$ cat src/rtl/cbrf_pkg.sv
// shared types and constants of the cubic bisection root finder
package cbrf_pkg;

    // number formats
    localparam int FRAC_BITS  = 28;                   // fraction bits of every fixed point value
    localparam int COEFF_BITS = 6;                    // width of the coefficient r
    localparam int VAL_W      = 32;                   // interval ends and roots
    localparam int FX_W       = 40;                   // saturated polynomial value
    localparam int CNT_W      = 6;                    // step and move counters
    localparam int MUL_W      = 32;                   // shared multiplier operand width
    localparam int PROD_W     = 2 * MUL_W;            // shared multiplier product width
    localparam int X2_W       = 2 * VAL_W - FRAC_BITS - 1; // |x|^2 >> F, at most 2^34
    localparam int PLO_W      = PROD_W - FRAC_BITS;   // low partial product after the shift
    localparam int CUBE_W     = X2_W + VAL_W - FRAC_BITS; // |x3| magnitude
    localparam int ACC_W      = FX_W + 4;             // polynomial accumulator
    localparam int RXH_W      = COEFF_BITS + X2_W - MUL_W; // r times upper bits of x2

    // configuration port
    localparam int CFG_IDX_W  = 2;
    localparam int CFG_DATA_W = 32;
    localparam logic [CFG_IDX_W-1:0] CFG_LEFT_END  = 2'd0;
    localparam logic [CFG_IDX_W-1:0] CFG_RIGHT_END = 2'd1;
    localparam logic [CFG_IDX_W-1:0] CFG_TOLERANCE = 2'd2;
    localparam logic [CFG_IDX_W-1:0] CFG_MAX_ITER  = 2'd3;

    // register reset values: -3.0, 3.0, about 1e-4, 50 steps
    localparam logic signed [VAL_W-1:0] LEFT_END_RST  = 32'shD000_0000;
    localparam logic signed [VAL_W-1:0] RIGHT_END_RST = 32'sh3000_0000;
    localparam logic [VAL_W-1:0]        TOLERANCE_RST = 32'd26844;
    localparam logic [CNT_W-1:0]        MAX_ITER_RST  = 6'd50;

    // stream payload widths
    localparam int IN_TDATA_W  = 8;
    localparam int OUT_TDATA_W = 128;

    typedef enum logic [1:0] {
        ST_TOL   = 2'd0,   // tolerance met
        ST_ZERO  = 2'd1,   // exact zero found
        ST_LIMIT = 2'd2    // step limit reached
    } t_status;

    // phases of one polynomial evaluation on the shared multiplier
    typedef enum logic [2:0] {
        EV_SQ  = 3'd0,     // |x| * |x|
        EV_X2  = 3'd1,     // capture x2
        EV_LO  = 3'd2,     // x2 low word * |x|
        EV_HI  = 3'd3,     // x2 high bits * |x|
        EV_RX  = 3'd4,     // add 2*x3, r * x2 low word
        EV_END = 3'd5      // subtract r*x2, saturate, write back
    } t_ev_phase;

    typedef struct packed {
        logic signed [VAL_W-1:0] left_end;
        logic signed [VAL_W-1:0] right_end;
        logic [VAL_W-1:0]        tolerance;
        logic [CNT_W-1:0]        max_iter;
    } t_cfg;

    typedef struct packed {
        logic      load;        // start a search from the configured interval
        logic      mid;         // x <= midpoint of the interval
        logic      ev_en;       // evaluation phase active
        t_ev_phase ev_phase;
        logic      ev_fa;       // evaluate at the left end, else at x
        logic      step;        // count one bisection step
        logic      move_left;   // a <= x, f(a) <= f(x)
        logic      move_right;  // b <= x
        logic      root_left;   // root is the left end
        logic      out_load;    // load the result register
        t_status   status;
    } t_dp_cmd;

    typedef struct packed {
        logic fa_zero;
        logic fa_neg;
        logic fm_zero;
        logic fm_neg;
        logic tol_met;          // |b - a| below tolerance
        logic it_last;          // this step reaches the limit
        logic no_iter;          // step limit is zero
    } t_dp_stat;

endpackage

$ cat src/rtl/cbrf_dp.sv
// datapath: interval registers, shared multiplier, polynomial accumulator, result register
module cbrf_dp (
    input  logic                                   i_clk,
    input  logic                                   i_rst_n,
    input  cbrf_pkg::t_cfg                         i_cfg,
    input  cbrf_pkg::t_dp_cmd                      i_cmd,
    input  logic [cbrf_pkg::COEFF_BITS-1:0]        i_coefficient,
    output cbrf_pkg::t_dp_stat                     o_stat,
    output logic signed [cbrf_pkg::VAL_W-1:0]      o_root,
    output logic signed [cbrf_pkg::FX_W-1:0]       o_value_at_root,
    output logic [cbrf_pkg::VAL_W-1:0]             o_interval_width,
    output logic [cbrf_pkg::CNT_W-1:0]             o_iterations_used,
    output logic [cbrf_pkg::CNT_W-1:0]             o_left_moves,
    output logic [cbrf_pkg::CNT_W-1:0]             o_right_moves,
    output logic [1:0]                             o_status
);
    import cbrf_pkg::*;

    logic signed [VAL_W-1:0]  r_a;
    logic signed [VAL_W-1:0]  r_b;
    logic signed [VAL_W-1:0]  r_x;
    logic [COEFF_BITS-1:0]    r_r;
    logic signed [FX_W-1:0]   r_fa;
    logic signed [FX_W-1:0]   r_fm;
    logic [X2_W-1:0]          r_x2;
    logic [PROD_W-1:0]        r_prod;
    logic [PLO_W-1:0]         r_plo;
    logic signed [ACC_W-1:0]  r_acc;
    logic [CNT_W-1:0]         r_it;
    logic [CNT_W-1:0]         r_lcnt;
    logic [CNT_W-1:0]         r_rcnt;

    logic signed [VAL_W-1:0]  opnd;
    logic [MUL_W-1:0]         opnd_mag;
    logic [MUL_W-1:0]         mul_a;
    logic [MUL_W-1:0]         mul_b;
    logic [PROD_W-1:0]        prod;
    logic [CUBE_W-1:0]        cube;
    logic signed [ACC_W-1:0]  twice_cube;
    logic [RXH_W-1:0]         rx_hi;
    logic signed [ACC_W-1:0]  rx_full;
    logic signed [ACC_W-1:0]  acc_end;
    logic signed [FX_W-1:0]   fval;
    logic                     acc_ovf;
    logic signed [VAL_W:0]    sum_ab;
    logic signed [VAL_W:0]    diff_ba;
    logic [VAL_W:0]           diff_mag;

    // operand of the running evaluation
    assign opnd     = i_cmd.ev_fa ? r_a : r_x;
    assign opnd_mag = opnd[VAL_W-1] ? MUL_W'(~opnd + 1'b1) : MUL_W'(opnd);

    always_comb begin
        unique case (i_cmd.ev_phase)
            EV_SQ: begin
                mul_a = opnd_mag;
                mul_b = opnd_mag;
            end
            EV_LO: begin
                mul_a = r_x2[MUL_W-1:0];
                mul_b = opnd_mag;
            end
            EV_HI: begin
                mul_a = MUL_W'(r_x2[X2_W-1:MUL_W]);
                mul_b = opnd_mag;
            end
            EV_RX: begin
                mul_a = MUL_W'(r_r);
                mul_b = r_x2[MUL_W-1:0];
            end
            default: begin
                mul_a = '0;
                mul_b = '0;
            end
        endcase
    end

    assign prod = PROD_W'(mul_a) * PROD_W'(mul_b);

    // |x3| = (phi << (32 - F)) + (plo >> F), sign follows x
    assign cube       = (CUBE_W'(r_prod) << (MUL_W - FRAC_BITS)) + CUBE_W'(r_plo);
    assign twice_cube = $signed(ACC_W'(cube) << 1);

    // r * x2 from the low word product and the few upper bits
    assign rx_hi   = RXH_W'(r_r) * RXH_W'(r_x2[X2_W-1:MUL_W]);
    assign rx_full = $signed(ACC_W'(r_prod)) + ($signed(ACC_W'(rx_hi)) <<< MUL_W);
    assign acc_end = r_acc - rx_full;

    // saturate to the 40 bit result range
    assign acc_ovf = !((&acc_end[ACC_W-1:FX_W-1]) || !(|acc_end[ACC_W-1:FX_W-1]));
    always_comb begin
        if (acc_ovf) begin
            fval = acc_end[ACC_W-1] ? {1'b1, {(FX_W-1){1'b0}}} : {1'b0, {(FX_W-1){1'b1}}};
        end else begin
            fval = acc_end[FX_W-1:0];
        end
    end

    // midpoint rounds toward minus infinity
    assign sum_ab   = $signed({r_a[VAL_W-1], r_a}) + $signed({r_b[VAL_W-1], r_b});
    assign diff_ba  = $signed({r_b[VAL_W-1], r_b}) - $signed({r_a[VAL_W-1], r_a});
    assign diff_mag = diff_ba[VAL_W] ? (~diff_ba + 1'b1) : diff_ba;

    assign o_stat.fa_zero = (r_fa == '0);
    assign o_stat.fa_neg  = r_fa[FX_W-1];
    assign o_stat.fm_zero = (r_fm == '0);
    assign o_stat.fm_neg  = r_fm[FX_W-1];
    assign o_stat.tol_met = diff_mag < {1'b0, i_cfg.tolerance};
    assign o_stat.it_last = ({1'b0, r_it} + 1'b1) == {1'b0, i_cfg.max_iter};
    assign o_stat.no_iter = (i_cfg.max_iter == '0);

    // interval, evaluation pipeline and result payload
    always_ff @(posedge i_clk) begin
        if (i_cmd.load) begin
            r_a <= i_cfg.left_end;
            r_b <= i_cfg.right_end;
            r_x <= i_cfg.left_end;
            r_r <= i_coefficient;
        end
        if (i_cmd.mid) begin
            r_x <= sum_ab[VAL_W:1];
        end
        if (i_cmd.move_left) begin
            r_a  <= r_x;
            r_fa <= r_fm;
        end
        if (i_cmd.move_right) begin
            r_b <= r_x;
        end
        if (i_cmd.root_left) begin
            r_x  <= r_a;
            r_fm <= r_fa;
        end
        if (i_cmd.ev_en) begin
            r_prod <= prod;
            unique case (i_cmd.ev_phase)
                EV_SQ: begin
                    r_acc <= (ACC_W'(opnd) <<< 1) + $signed(ACC_W'(r_r) << FRAC_BITS);
                end
                EV_X2: begin
                    r_x2 <= r_prod[FRAC_BITS +: X2_W];
                end
                EV_HI: begin
                    r_plo <= r_prod[PROD_W-1:FRAC_BITS];
                end
                EV_RX: begin
                    r_acc <= opnd[VAL_W-1] ? (r_acc - twice_cube) : (r_acc + twice_cube);
                end
                EV_END: begin
                    // first evaluation primes both values
                    r_fm <= fval;
                    if (i_cmd.ev_fa) begin
                        r_fa <= fval;
                    end
                end
                default: begin
                end
            endcase
        end
        if (i_cmd.out_load) begin
            o_root            <= r_x;
            o_value_at_root   <= r_fm;
            o_interval_width  <= diff_ba[VAL_W-1:0];
            o_iterations_used <= r_it;
            o_left_moves      <= r_lcnt;
            o_right_moves     <= r_rcnt;
            o_status          <= i_cmd.status;
        end
    end

    // step and move counters
    always_ff @(posedge i_clk) begin
        if (!i_rst_n) begin
            r_it   <= '0;
            r_lcnt <= '0;
            r_rcnt <= '0;
        end else if (i_cmd.load) begin
            r_it   <= '0;
            r_lcnt <= '0;
            r_rcnt <= '0;
        end else begin
            if (i_cmd.step) begin
                r_it <= r_it + 1'b1;
            end
            if (i_cmd.move_left) begin
                r_lcnt <= r_lcnt + 1'b1;
            end
            if (i_cmd.move_right) begin
                r_rcnt <= r_rcnt + 1'b1;
            end
        end
    end

    a_moves_within_steps: assert property (@(posedge i_clk) disable iff (!i_rst_n)
        ({1'b0, r_lcnt} + {1'b0, r_rcnt}) <= {1'b0, r_it})
        else $error("move counts exceed step count");

    a_load_clears_counts: assert property (@(posedge i_clk) disable iff (!i_rst_n)
        i_cmd.load |=> (r_it == '0 && r_lcnt == '0 && r_rcnt == '0))
        else $error("counters not cleared at search start");

endmodule

$ cat src/rtl/cbrf_ctrl.sv
// controller: sequences evaluations, bisection decisions and the result transfer
module cbrf_ctrl (
    input  logic                 i_clk,
    input  logic                 i_rst_n,
    input  logic                 i_in_valid,
    output logic                 o_in_ready,
    input  logic                 i_out_ready,
    output logic                 o_out_valid,
    input  cbrf_pkg::t_dp_stat   i_stat,
    output cbrf_pkg::t_dp_cmd    o_cmd
);
    import cbrf_pkg::*;

    typedef enum logic [2:0] {
        S_IDLE,
        S_EVAL,
        S_MID,
        S_DECIDE,
        S_DONE
    } t_state;

    t_state    r_state, n_state;
    t_ev_phase r_phase, n_phase;
    logic      r_ev_fa, n_ev_fa;
    t_status   r_status, n_status;
    logic      r_out_valid, n_out_valid;
    logic      same_sign;
    logic      opp_sign;

    assign same_sign = !i_stat.fa_zero && !i_stat.fm_zero && (i_stat.fa_neg == i_stat.fm_neg);
    assign opp_sign  = !i_stat.fa_zero && !i_stat.fm_zero && (i_stat.fa_neg != i_stat.fm_neg);

    always_comb begin
        o_cmd          = '0;
        o_cmd.ev_phase = r_phase;
        o_cmd.ev_fa    = r_ev_fa;
        o_cmd.status   = r_status;
        n_state        = r_state;
        n_phase        = r_phase;
        n_ev_fa        = r_ev_fa;
        n_status       = r_status;
        n_out_valid    = r_out_valid && !i_out_ready;
        unique case (r_state)
            S_IDLE: begin
                if (i_in_valid) begin
                    o_cmd.load = 1'b1;
                    n_state    = S_EVAL;
                    n_phase    = EV_SQ;
                    n_ev_fa    = 1'b1;
                end
            end
            S_EVAL: begin
                o_cmd.ev_en = 1'b1;
                if (r_phase == EV_END) begin
                    if (!r_ev_fa) begin
                        n_state = S_DECIDE;
                    end else if (i_stat.no_iter) begin
                        n_status = ST_LIMIT;
                        n_state  = S_DONE;
                    end else begin
                        n_state = S_MID;
                    end
                end else begin
                    n_phase = t_ev_phase'(r_phase + 1'b1);
                end
            end
            S_MID: begin
                o_cmd.mid = 1'b1;
                n_state   = S_EVAL;
                n_phase   = EV_SQ;
                n_ev_fa   = 1'b0;
            end
            S_DECIDE: begin
                o_cmd.step = 1'b1;
                priority if (same_sign) begin
                    o_cmd.move_left = 1'b1;
                    if (i_stat.it_last) begin
                        n_status = ST_LIMIT;
                        n_state  = S_DONE;
                    end else begin
                        n_state = S_MID;
                    end
                end else if (opp_sign) begin
                    if (i_stat.tol_met) begin
                        n_status = ST_TOL;
                        n_state  = S_DONE;
                    end else begin
                        o_cmd.move_right = 1'b1;
                        if (i_stat.it_last) begin
                            n_status = ST_LIMIT;
                            n_state  = S_DONE;
                        end else begin
                            n_state = S_MID;
                        end
                    end
                end else begin
                    // a zero value ends the search
                    o_cmd.root_left = i_stat.fa_zero;
                    n_status        = ST_ZERO;
                    n_state         = S_DONE;
                end
            end
            S_DONE: begin
                if (!r_out_valid || i_out_ready) begin
                    o_cmd.out_load = 1'b1;
                    n_out_valid    = 1'b1;
                    n_state        = S_IDLE;
                end
            end
            default: begin
                n_state = S_IDLE;
            end
        endcase
    end

    always_ff @(posedge i_clk) begin
        if (!i_rst_n) begin
            r_state     <= S_IDLE;
            r_phase     <= EV_SQ;
            r_ev_fa     <= 1'b0;
            r_status    <= ST_TOL;
            r_out_valid <= 1'b0;
        end else begin
            r_state     <= n_state;
            r_phase     <= n_phase;
            r_ev_fa     <= n_ev_fa;
            r_status    <= n_status;
            r_out_valid <= n_out_valid;
        end
    end

    assign o_in_ready  = (r_state == S_IDLE);
    assign o_out_valid = r_out_valid;

    a_accept_leaves_idle: assert property (@(posedge i_clk) disable iff (!i_rst_n)
        (i_in_valid && o_in_ready) |=> !o_in_ready)
        else $error("input still ready after a transfer");

    a_eval_runs_through: assert property (@(posedge i_clk) disable iff (!i_rst_n)
        (r_state == S_EVAL && r_phase != EV_END) |=> (r_state == S_EVAL))
        else $error("evaluation left before its last phase");

    a_mid_starts_eval: assert property (@(posedge i_clk) disable iff (!i_rst_n)
        o_cmd.mid |=> (r_state == S_EVAL && r_phase == EV_SQ && !r_ev_fa))
        else $error("midpoint not followed by its evaluation");

endmodule

$ cat src/rtl/cubic_bisection_root_finder.sv
// top level of the cubic bisection root finder: configuration registers and stream ports
//
// usage
// - slave stream: one transfer carries the coefficient r; the block then searches a root
//   of 2x^3 - r x^2 + 2x + r by bisection over [left_end, right_end] in Q4.28
// - master stream: exactly one result transfer per input transfer, in input order
// - configuration: i_cfg_we writes register i_cfg_index (0 left end, 1 right end,
//   2 tolerance, 3 step limit) with i_cfg_data; only write while the block is idle
// - sequence: the left end value is evaluated first, then each bisection step runs
//   its midpoint, six evaluation phases and decision, then the result register loads
// - the single 32 x 32 multiplier is used four times per evaluation; f(a) is carried
//   over from the previous step so one evaluation per step suffices
// - one item is worked on at a time; tready is high only while no search runs
// - a finished result waits in the output register while the next coefficient is
//   taken; a search that ends while the receiver stalls holds until the register frees
// - synchronous active low reset clears the controller and counters and restores the
//   configuration defaults (-3.0, 3.0, about 1e-4, 50 steps)
module cubic_bisection_root_finder (
    input  logic                                  i_clk,
    input  logic                                  i_rst_n,
    // slave stream, tdata: coefficient [5:0], zero [7:6]
    input  logic                                  i_s_axis_tvalid,
    output logic                                  o_s_axis_tready,
    input  logic [cbrf_pkg::IN_TDATA_W-1:0]       i_s_axis_tdata,
    // master stream, tdata: root [31:0], value_at_root [71:32], interval_width [103:72],
    // iterations_used [109:104], left_moves [115:110], right_moves [121:116],
    // status [123:122], zero [127:124]
    output logic                                  o_m_axis_tvalid,
    input  logic                                  i_m_axis_tready,
    output logic [cbrf_pkg::OUT_TDATA_W-1:0]      o_m_axis_tdata,
    // configuration write port
    input  logic                                  i_cfg_we,
    input  logic [cbrf_pkg::CFG_IDX_W-1:0]        i_cfg_index,
    input  logic [cbrf_pkg::CFG_DATA_W-1:0]       i_cfg_data
);
    import cbrf_pkg::*;

    t_cfg                     r_cfg;
    t_dp_cmd                  cmd;
    t_dp_stat                 stat;
    logic signed [VAL_W-1:0]  root;
    logic signed [FX_W-1:0]   value_at_root;
    logic [VAL_W-1:0]         interval_width;
    logic [CNT_W-1:0]         iterations_used;
    logic [CNT_W-1:0]         left_moves;
    logic [CNT_W-1:0]         right_moves;
    logic [1:0]               status;

    // configuration registers, written without handshake
    always_ff @(posedge i_clk) begin
        if (!i_rst_n) begin
            r_cfg.left_end  <= LEFT_END_RST;
            r_cfg.right_end <= RIGHT_END_RST;
            r_cfg.tolerance <= TOLERANCE_RST;
            r_cfg.max_iter  <= MAX_ITER_RST;
        end else if (i_cfg_we) begin
            unique case (i_cfg_index)
                CFG_LEFT_END:  r_cfg.left_end  <= $signed(i_cfg_data[VAL_W-1:0]);
                CFG_RIGHT_END: r_cfg.right_end <= $signed(i_cfg_data[VAL_W-1:0]);
                CFG_TOLERANCE: r_cfg.tolerance <= i_cfg_data[VAL_W-1:0];
                CFG_MAX_ITER:  r_cfg.max_iter  <= i_cfg_data[CNT_W-1:0];
                default: begin
                end
            endcase
        end
    end

    // sequencing of evaluations and decisions
    cbrf_ctrl u_ctrl (
        .i_clk       (i_clk),
        .i_rst_n     (i_rst_n),
        .i_in_valid  (i_s_axis_tvalid),
        .o_in_ready  (o_s_axis_tready),
        .i_out_ready (i_m_axis_tready),
        .o_out_valid (o_m_axis_tvalid),
        .i_stat      (stat),
        .o_cmd       (cmd)
    );

    // arithmetic and result register
    cbrf_dp u_dp (
        .i_clk             (i_clk),
        .i_rst_n           (i_rst_n),
        .i_cfg             (r_cfg),
        .i_cmd             (cmd),
        .i_coefficient     (i_s_axis_tdata[COEFF_BITS-1:0]),
        .o_stat            (stat),
        .o_root            (root),
        .o_value_at_root   (value_at_root),
        .o_interval_width  (interval_width),
        .o_iterations_used (iterations_used),
        .o_left_moves      (left_moves),
        .o_right_moves     (right_moves),
        .o_status          (status)
    );

    // result packing, first field in the lowest bits
    assign o_m_axis_tdata = {
        {(OUT_TDATA_W - 2*VAL_W - FX_W - 3*CNT_W - 2){1'b0}},
        status,
        right_moves,
        left_moves,
        iterations_used,
        interval_width,
        value_at_root,
        root
    };

endmodule

$ cat config.mk
export PLATFORM = sky130hd
export DESIGN_NAME = cubic_bisection_root_finder
export DESIGN_NICKNAME = d
export VERILOG_FILES = /design/src/rtl/cbrf_pkg.sv /design/src/rtl/cbrf_dp.sv /design/src/rtl/cbrf_ctrl.sv /design/src/rtl/cubic_bisection_root_finder.sv
export SDC_FILE = /design/constraint.sdc
export NUM_CORES = 2
export LEC_CHECK = 0
export BUFFER_PORTS_ARGS = -buffer_cell sky130_fd_sc_hd__buf_2
export CORE_MARGIN = 2
export CORE_UTILIZATION = 65
export DETAILED_ROUTE_END_ITERATION = 7
export GPL_TIMING_DRIVEN = 0
export PLACE_DENSITY_LB_ADDON = 0.3
export SLEW_MARGIN = 20
export SYNTH_ARGS = -nofsm -noshare
export SYNTH_HDL_FRONTEND = slang
export SYNTH_SLANG_ARGS = --single-unit
$ cat constraint.sdc
create_clock -name i_clk -period 17.6 [get_ports i_clk]
set_input_delay 5.28 -clock i_clk [delete_from_list [all_inputs] [get_ports i_clk]]
set_output_delay 5.28 -clock i_clk [all_outputs]
set_load 0.01 [all_outputs]
Yosys cells after proc, flatten, opt, wreduce, memory -nomap -nowiden
Index checks and enable logic that the tools add are counted.
- bits in registers: 615
- output and inout bits: 130
- $add $sub $neg: 15
- multiply operators: 2
- order comparisons: 1
- equality and inequality tests: 21
- mux-type cells: 59
- bitwise logic cells: 3
- reduce and logical (&&, ||, !) cells: 39
- operators by type and width (operator ; number):
    $mux 40 ; 9
    $mux 32 ; 8
    $pmux 32 s4 ; 1
    $pmux 44 s2 ; 1
    $logic_not 40->1 ; 2
    $mul 32x32->64 ; 1
    $pmux 32 s2 ; 1
    $add 44x41->44 ; 1
    $add 44x42->44 ; 1
    $mux 44 ; 1
    $sub 44x41->44 ; 1
    $sub 44x44->44 ; 1
    $add 39x36->39 ; 1
    $add 33x35->36 ; 1
    $add 32x32->33 ; 1
    $add 33x1->33 const B ; 1
    $lt 33x32->1 ; 1
    $mux 3 ; 11
    $mux 33 ; 1
    $not 33->33 ; 1
    $sub 32x32->33 ; 1
    $add 32x1->32 const B ; 1
    $not 32->32 ; 1
    $add 6x1->6 const B ; 3
    other kinds (36) ; 88

Logic depth before layout (Yosys ltp)
- depth in word-level cells: 13
- depth in mapped cells: 46

Hierarchy
Synthesis repeated with hierarchy kept, for this count alone.
- cell total of the unflattened synthesis: 7575
- area total of the unflattened synthesis: 70670.3 um2
- modules (own cells, without submodules) (module ; times used ; cells an instance ; area each (um2) ; sequential area each (um2)):
    cbrf_dp ; 1 ; 7105 ; 66052.1 ; 14093.5
    cubic_bisection_root_finder ; 1 ; 396 ; 3988.8 ; 2042.0
    cbrf_ctrl ; 1 ; 74 ; 629.4 ; 200.2

Worst setup path after synthesis
OpenSTA, ideal clock, no wires.
- path kind: reg2reg
- from: reg u_ctrl.r_ev_fa
- to: reg u_dp.r_prod[62], data pin
- library setup time: 0.263 ns
- arrival: 11.227 ns
- data required time: 17.337 ns
- path slack: 6.111 ns
- stages on the path, launching flop included: 44
- path buffers: 10
- clock period less this slack: 11.489 ns
- path through: dfxtp_1 buf_2 buf_2 buf_2 buf_2 buf_4 buf_2 buf_2 mux2i_1 ha_1 o2111ai_1 nor4_1 nand2_1 or2_2 o21ai_1 xnor2_1 a22o_1 clkbuf_1 [8 not listed] inv_1 fa_1 fa_1 fa_1 fa_1 ha_1 clkbuf_1 a21o_1 a21o_1 a21oi_1 o21ai_0 a221o_1 o31ai_1 o211ai_1 a311o_1 a21o_1 a311oi_1 xnor2_1
- cells in the longest elaborated chain, start to end: 6
- elaborated cells on any way between the ends: 7
- ends and longest elaborated chain (item ; line ; source):
    start: declaration ; cbrf_ctrl.sv:24 ; logic r_ev_fa, n_ev_fa;
    start signal: assignment ; cbrf_ctrl.sv:126 ; r_ev_fa <= n_ev_fa;
    $mux 32 * ; cbrf_dp.sv:50 ; assign opnd = i_cmd.ev_fa ? r_a : r_x;
    $not 32->32 ; cbrf_dp.sv:51 ; assign opnd_mag = opnd[VAL_W-1] ? MUL_W'(~opnd + 1'b1) : MUL_W'(opnd);
    $add 32x1->32 ; cbrf_dp.sv:51 ;
    $mux 32 * ; cbrf_dp.sv:51 ;
    $pmux 32 s4 or $pmux 32 s2 (tied branches) ; cbrf_dp.sv:54 ; unique case (i_cmd.ev_phase)
    $mul 32x32->64 * ; cbrf_dp.sv:78 ; assign prod = PROD_W'(mul_a) * PROD_W'(mul_b);
    named net u_dp.prod[62] ; cbrf_dp.sv:37 ; logic [PROD_W-1:0] prod;
    end signal: assignment ; cbrf_dp.sv:135 ; r_prod <= prod;
    end: declaration ; cbrf_dp.sv:26 ; logic [PROD_W-1:0] r_prod;
Mark *: on every way through the listed nets, which the timed path passes. The rest lies on a longest branch.
A chain may end at the register's enable or synchronous reset.

Worst setup path in the final report
- from: reg u_ctrl.r_ev_fa
- to: reg u_dp.r_prod[63], data pin
The elaborated chain is that of the path after synthesis.

==> impl_metrics.yaml <==
clocking:
  clock_latency_ns: 0.69
  ctsHtreeMaxLevel: 2
  clkSinkCount: 614
  cts_root_buf: "clkbuf_16"
  cts_tree: "done"
  clk_pin_slew_ns: 0.07
  cts-hold-fix-buffers: 0
  postCtsSetupBuffers: 0
  cts_buffers: 57
  ctsResizeCount: 0
  clockBufferDepth: 3
critical_path:
  cp_max_fo: 10
  crit_arrival_ns: 17.79
  r2r_cells: 42
  path_class: "reg -> reg"
  crit_required_ns: 17.98
  cp-end-kind: "register"
  worst_path_most_repeated_cell: "fa_1"
  slowest_stage: "clkbuf_1"
  rr_endpoint: "u_dp.r_prod[63]"
  rrSetupSlack_ns: 0.19
  crit_path_start_kind: "register"
  r2r-start: "u_ctrl.r_ev_fa"
  max_stage_delay_ns: 1.02
global_route:
  grt_pass1_wl_um: 375000
  grt_max_degree: 42
  antenna_found_initial: 11
  grt_overflow: 0
  first_global_vias: 59300
  track_usage_pct: 45.8
floorplanning:
  dieArea_mm2: 0.111
  ios: 177
  rows: 120
  start_util_pct: 65.6
  die_y_um: 333
  core_mm2: 0.107
  fp.dieW_um: 333
placed_design:
  dp_hpwl_um: 209000
  port-buffer-count: 169
  place_congestion: 1.09
yosys:
  yosys-top-cells-area: "fa_1, edfxtp_1, ha_1"
  netlist_instances: 7668
  synthArstFlopShare_pct: 0
  yosysMostFrequentCell: "inv_1"
  synth_common_cells: "inv_1, nand2_1, fa_1"
  synth_ff_type: "edfxtp_1"
  yosysSeqAreaShare_pct: 23.2
  netlist_area_mm2: 0.0703
  synth_area_per_cell_um2: 9.16
  yosysWarnings: 0
  synth-seq-cells: 614
  ys_types: 94
  yosysTopAreaCellShare_pct: 26.1
  synth_edf_count: 404
  synth_largest_area_cell: "fa_1"
routing:
  firstDrtPassIters: 7
  antenna_left: 0
  wl_um: 254000
  vias: 60900
  wire_per_inst_um: 27.0
  drcViolationCount: 0
  vias_per_cell: 6.47
  drt_iter0_drc: 8296
worst_hold_path:
  hold_start: "u_dp.r_prod[63]"
  min_path_type: "reg -> reg"
  hold_end: "u_dp.r_plo[35]"
  hold_path_depth: 0
outcome:
  status: "completed"
sta:
  maxSlewHeadroom_pct: 9.90
  clock.fmax_mhz: 57.5
  clock_skew_ns: 0.0582
  rsz0062_at_grt: "no"
  final_hold_viol_count: 0
  fin_crit_sh_pct: 98.9
  setup-tns-final_ns: 0
  report.final.slew_viol_count: 0
  worst_pin_slew_ns: 1.35
  setup_viol: 0
  period_minus_slack_ns: 17.41
  whs_ns: 0.439
final_layout:
  drive_gt1_share_pct: 6.47
  nFillCells: 8504
  fin_nets: 9442
  syn_to_final_growth_pct: 7.59
  finish.utilization_pct: 70.5
  multiInputGateArea_mm2: 0.0483
  regArea_mm2: 0.0163
run:
  cap_violations: 0
-- registers in the layout, summed over array words and instances, names as in the netlist, 32 cells and up --
signal	count
r_cfg	102
u_dp.r_prod	64
u_dp.r_acc	43
u_dp.o_value_at_root	40
u_dp.r_fa	40
u_dp.r_fm	40
u_dp.r_plo	36
u_dp.r_x2	35
u_dp.o_interval_width	32
u_dp.o_root	32
u_dp.r_a	32
u_dp.r_b	32
u_dp.r_x	32
-- cells by family (layout without fill, tap and decap cells) --
kind of cell,Yosys count,after routing,synth area share (%)
other,1,13,0.00534
muxes,148,148,2.24
AOI/OAI and AO/OA,1307,1307,12.4
buffers and inverters,1519,1842,8.23
and+or+nand+nor,2288,2288,14.0
adders and majority gates,1449,1449,35.6
xor gates and xnor gates,342,342,4.28
DFF,614,614,23.2
-- final cells by class --
class,instances,area share [%]
Antenna cell,9,0.0298
Buffer,336,1.79
Clock buffer,78,2.11
Clock inverter,29,0.523
Inverter,1183,5.87
Multi-Input combinational cell,5538,63.9
Sequential cell,614,21.6
Tap cell,1403,2.32
Timing Repair Buffer,216,1.88
-- per-layer routing --
layer	track usage, %	up-vias	wire length (µm)
met1	62.6	29800	95700
met2	65.4	4438	104000
met5	0.782	-	208
li1	-	25700	-
met3	17.0	877	40100
met4	19.9	12	14200
-- how the worst max path moves through the flow --
| stage | start | to | slack, ns | depth (start not counted) |
|---|---|---|---|---|
| after detailed placement | u_ctrl.r_ev_fa | u_dp.r_prod[63] | 1.20 | 42 |
| after floorplan | u_ctrl.r_ev_fa | u_dp.r_prod[62] | 6.11 | 43 |
| after CTS | u_ctrl.r_ev_fa | u_dp.r_prod[63] | 1.13 | 42 |
| after global placement | u_ctrl.r_ev_fa | u_dp.r_prod[63] | 0.31 | 44 |
| final | u_ctrl.r_ev_fa | u_dp.r_prod[63] | 0.19 | 42 |
| after global routing | u_ctrl.r_ev_fa | u_dp.r_prod[63] | 0.33 | 42 |
-- cells in the final DEF (no fill, tap or decap), types with 23 or more instances in the layout --
master,n
buf_2,218
nor2_1,790
a22o_1,57
xnor2_1,219
mux2i_1,75
a21o_1,119
nand2_1,951
nor3_1,68
a31oi_1,52
nor4_1,43
o21ai_0,199
edfxtp_1,404
o21bai_1,43
a21oi_1,344
fa_1,916
o31ai_1,30
nor2b_1,44
o21a_1,36
clkbuf_1,279
clkbuf_16,58
or3_1,30
inv_1,1181
a21boi_0,98
mux2_2,72
dfxtp_1,210
a22oi_1,40
o211ai_1,50
nand2b_1,53
and3_1,33
or2_2,23
ha_1,533
and2_1,60
nand3_1,88
xor2_1,122
nand4_1,44
-- per-stage QoR --
stage / setup WS, ns / cell area [µm²] / instances
3_5_place_dp: 1.20 / 73600 / 9288
6_report: 0.194 / 75600 / 9406
4_1_cts: 1.13 / 75600 / 9395
5_1_grt: 0.328 / 75600 / 9402
2_1_floorplan: 6.11 / 70300 / 7671
3_3_place_gp: 0.310 / 72900 / 9243
-- critical path: cells and delay by family (launching register included) --
family	cells	cell delay, ns
AO/OA/AOI/OAI	11	4.80
XOR/XNOR	1	0.18
adder cells (fa/ha/maj)	10	4.80
buffers and inverters	13	4.20
flip-flops	1	0.32
multiplexers	2	1.08
AND/OR/NAND/NOR	5	1.67
Power is not shown: default switching activity piles up to over one toggle a cycle in this logic, so the estimate is an artifact.
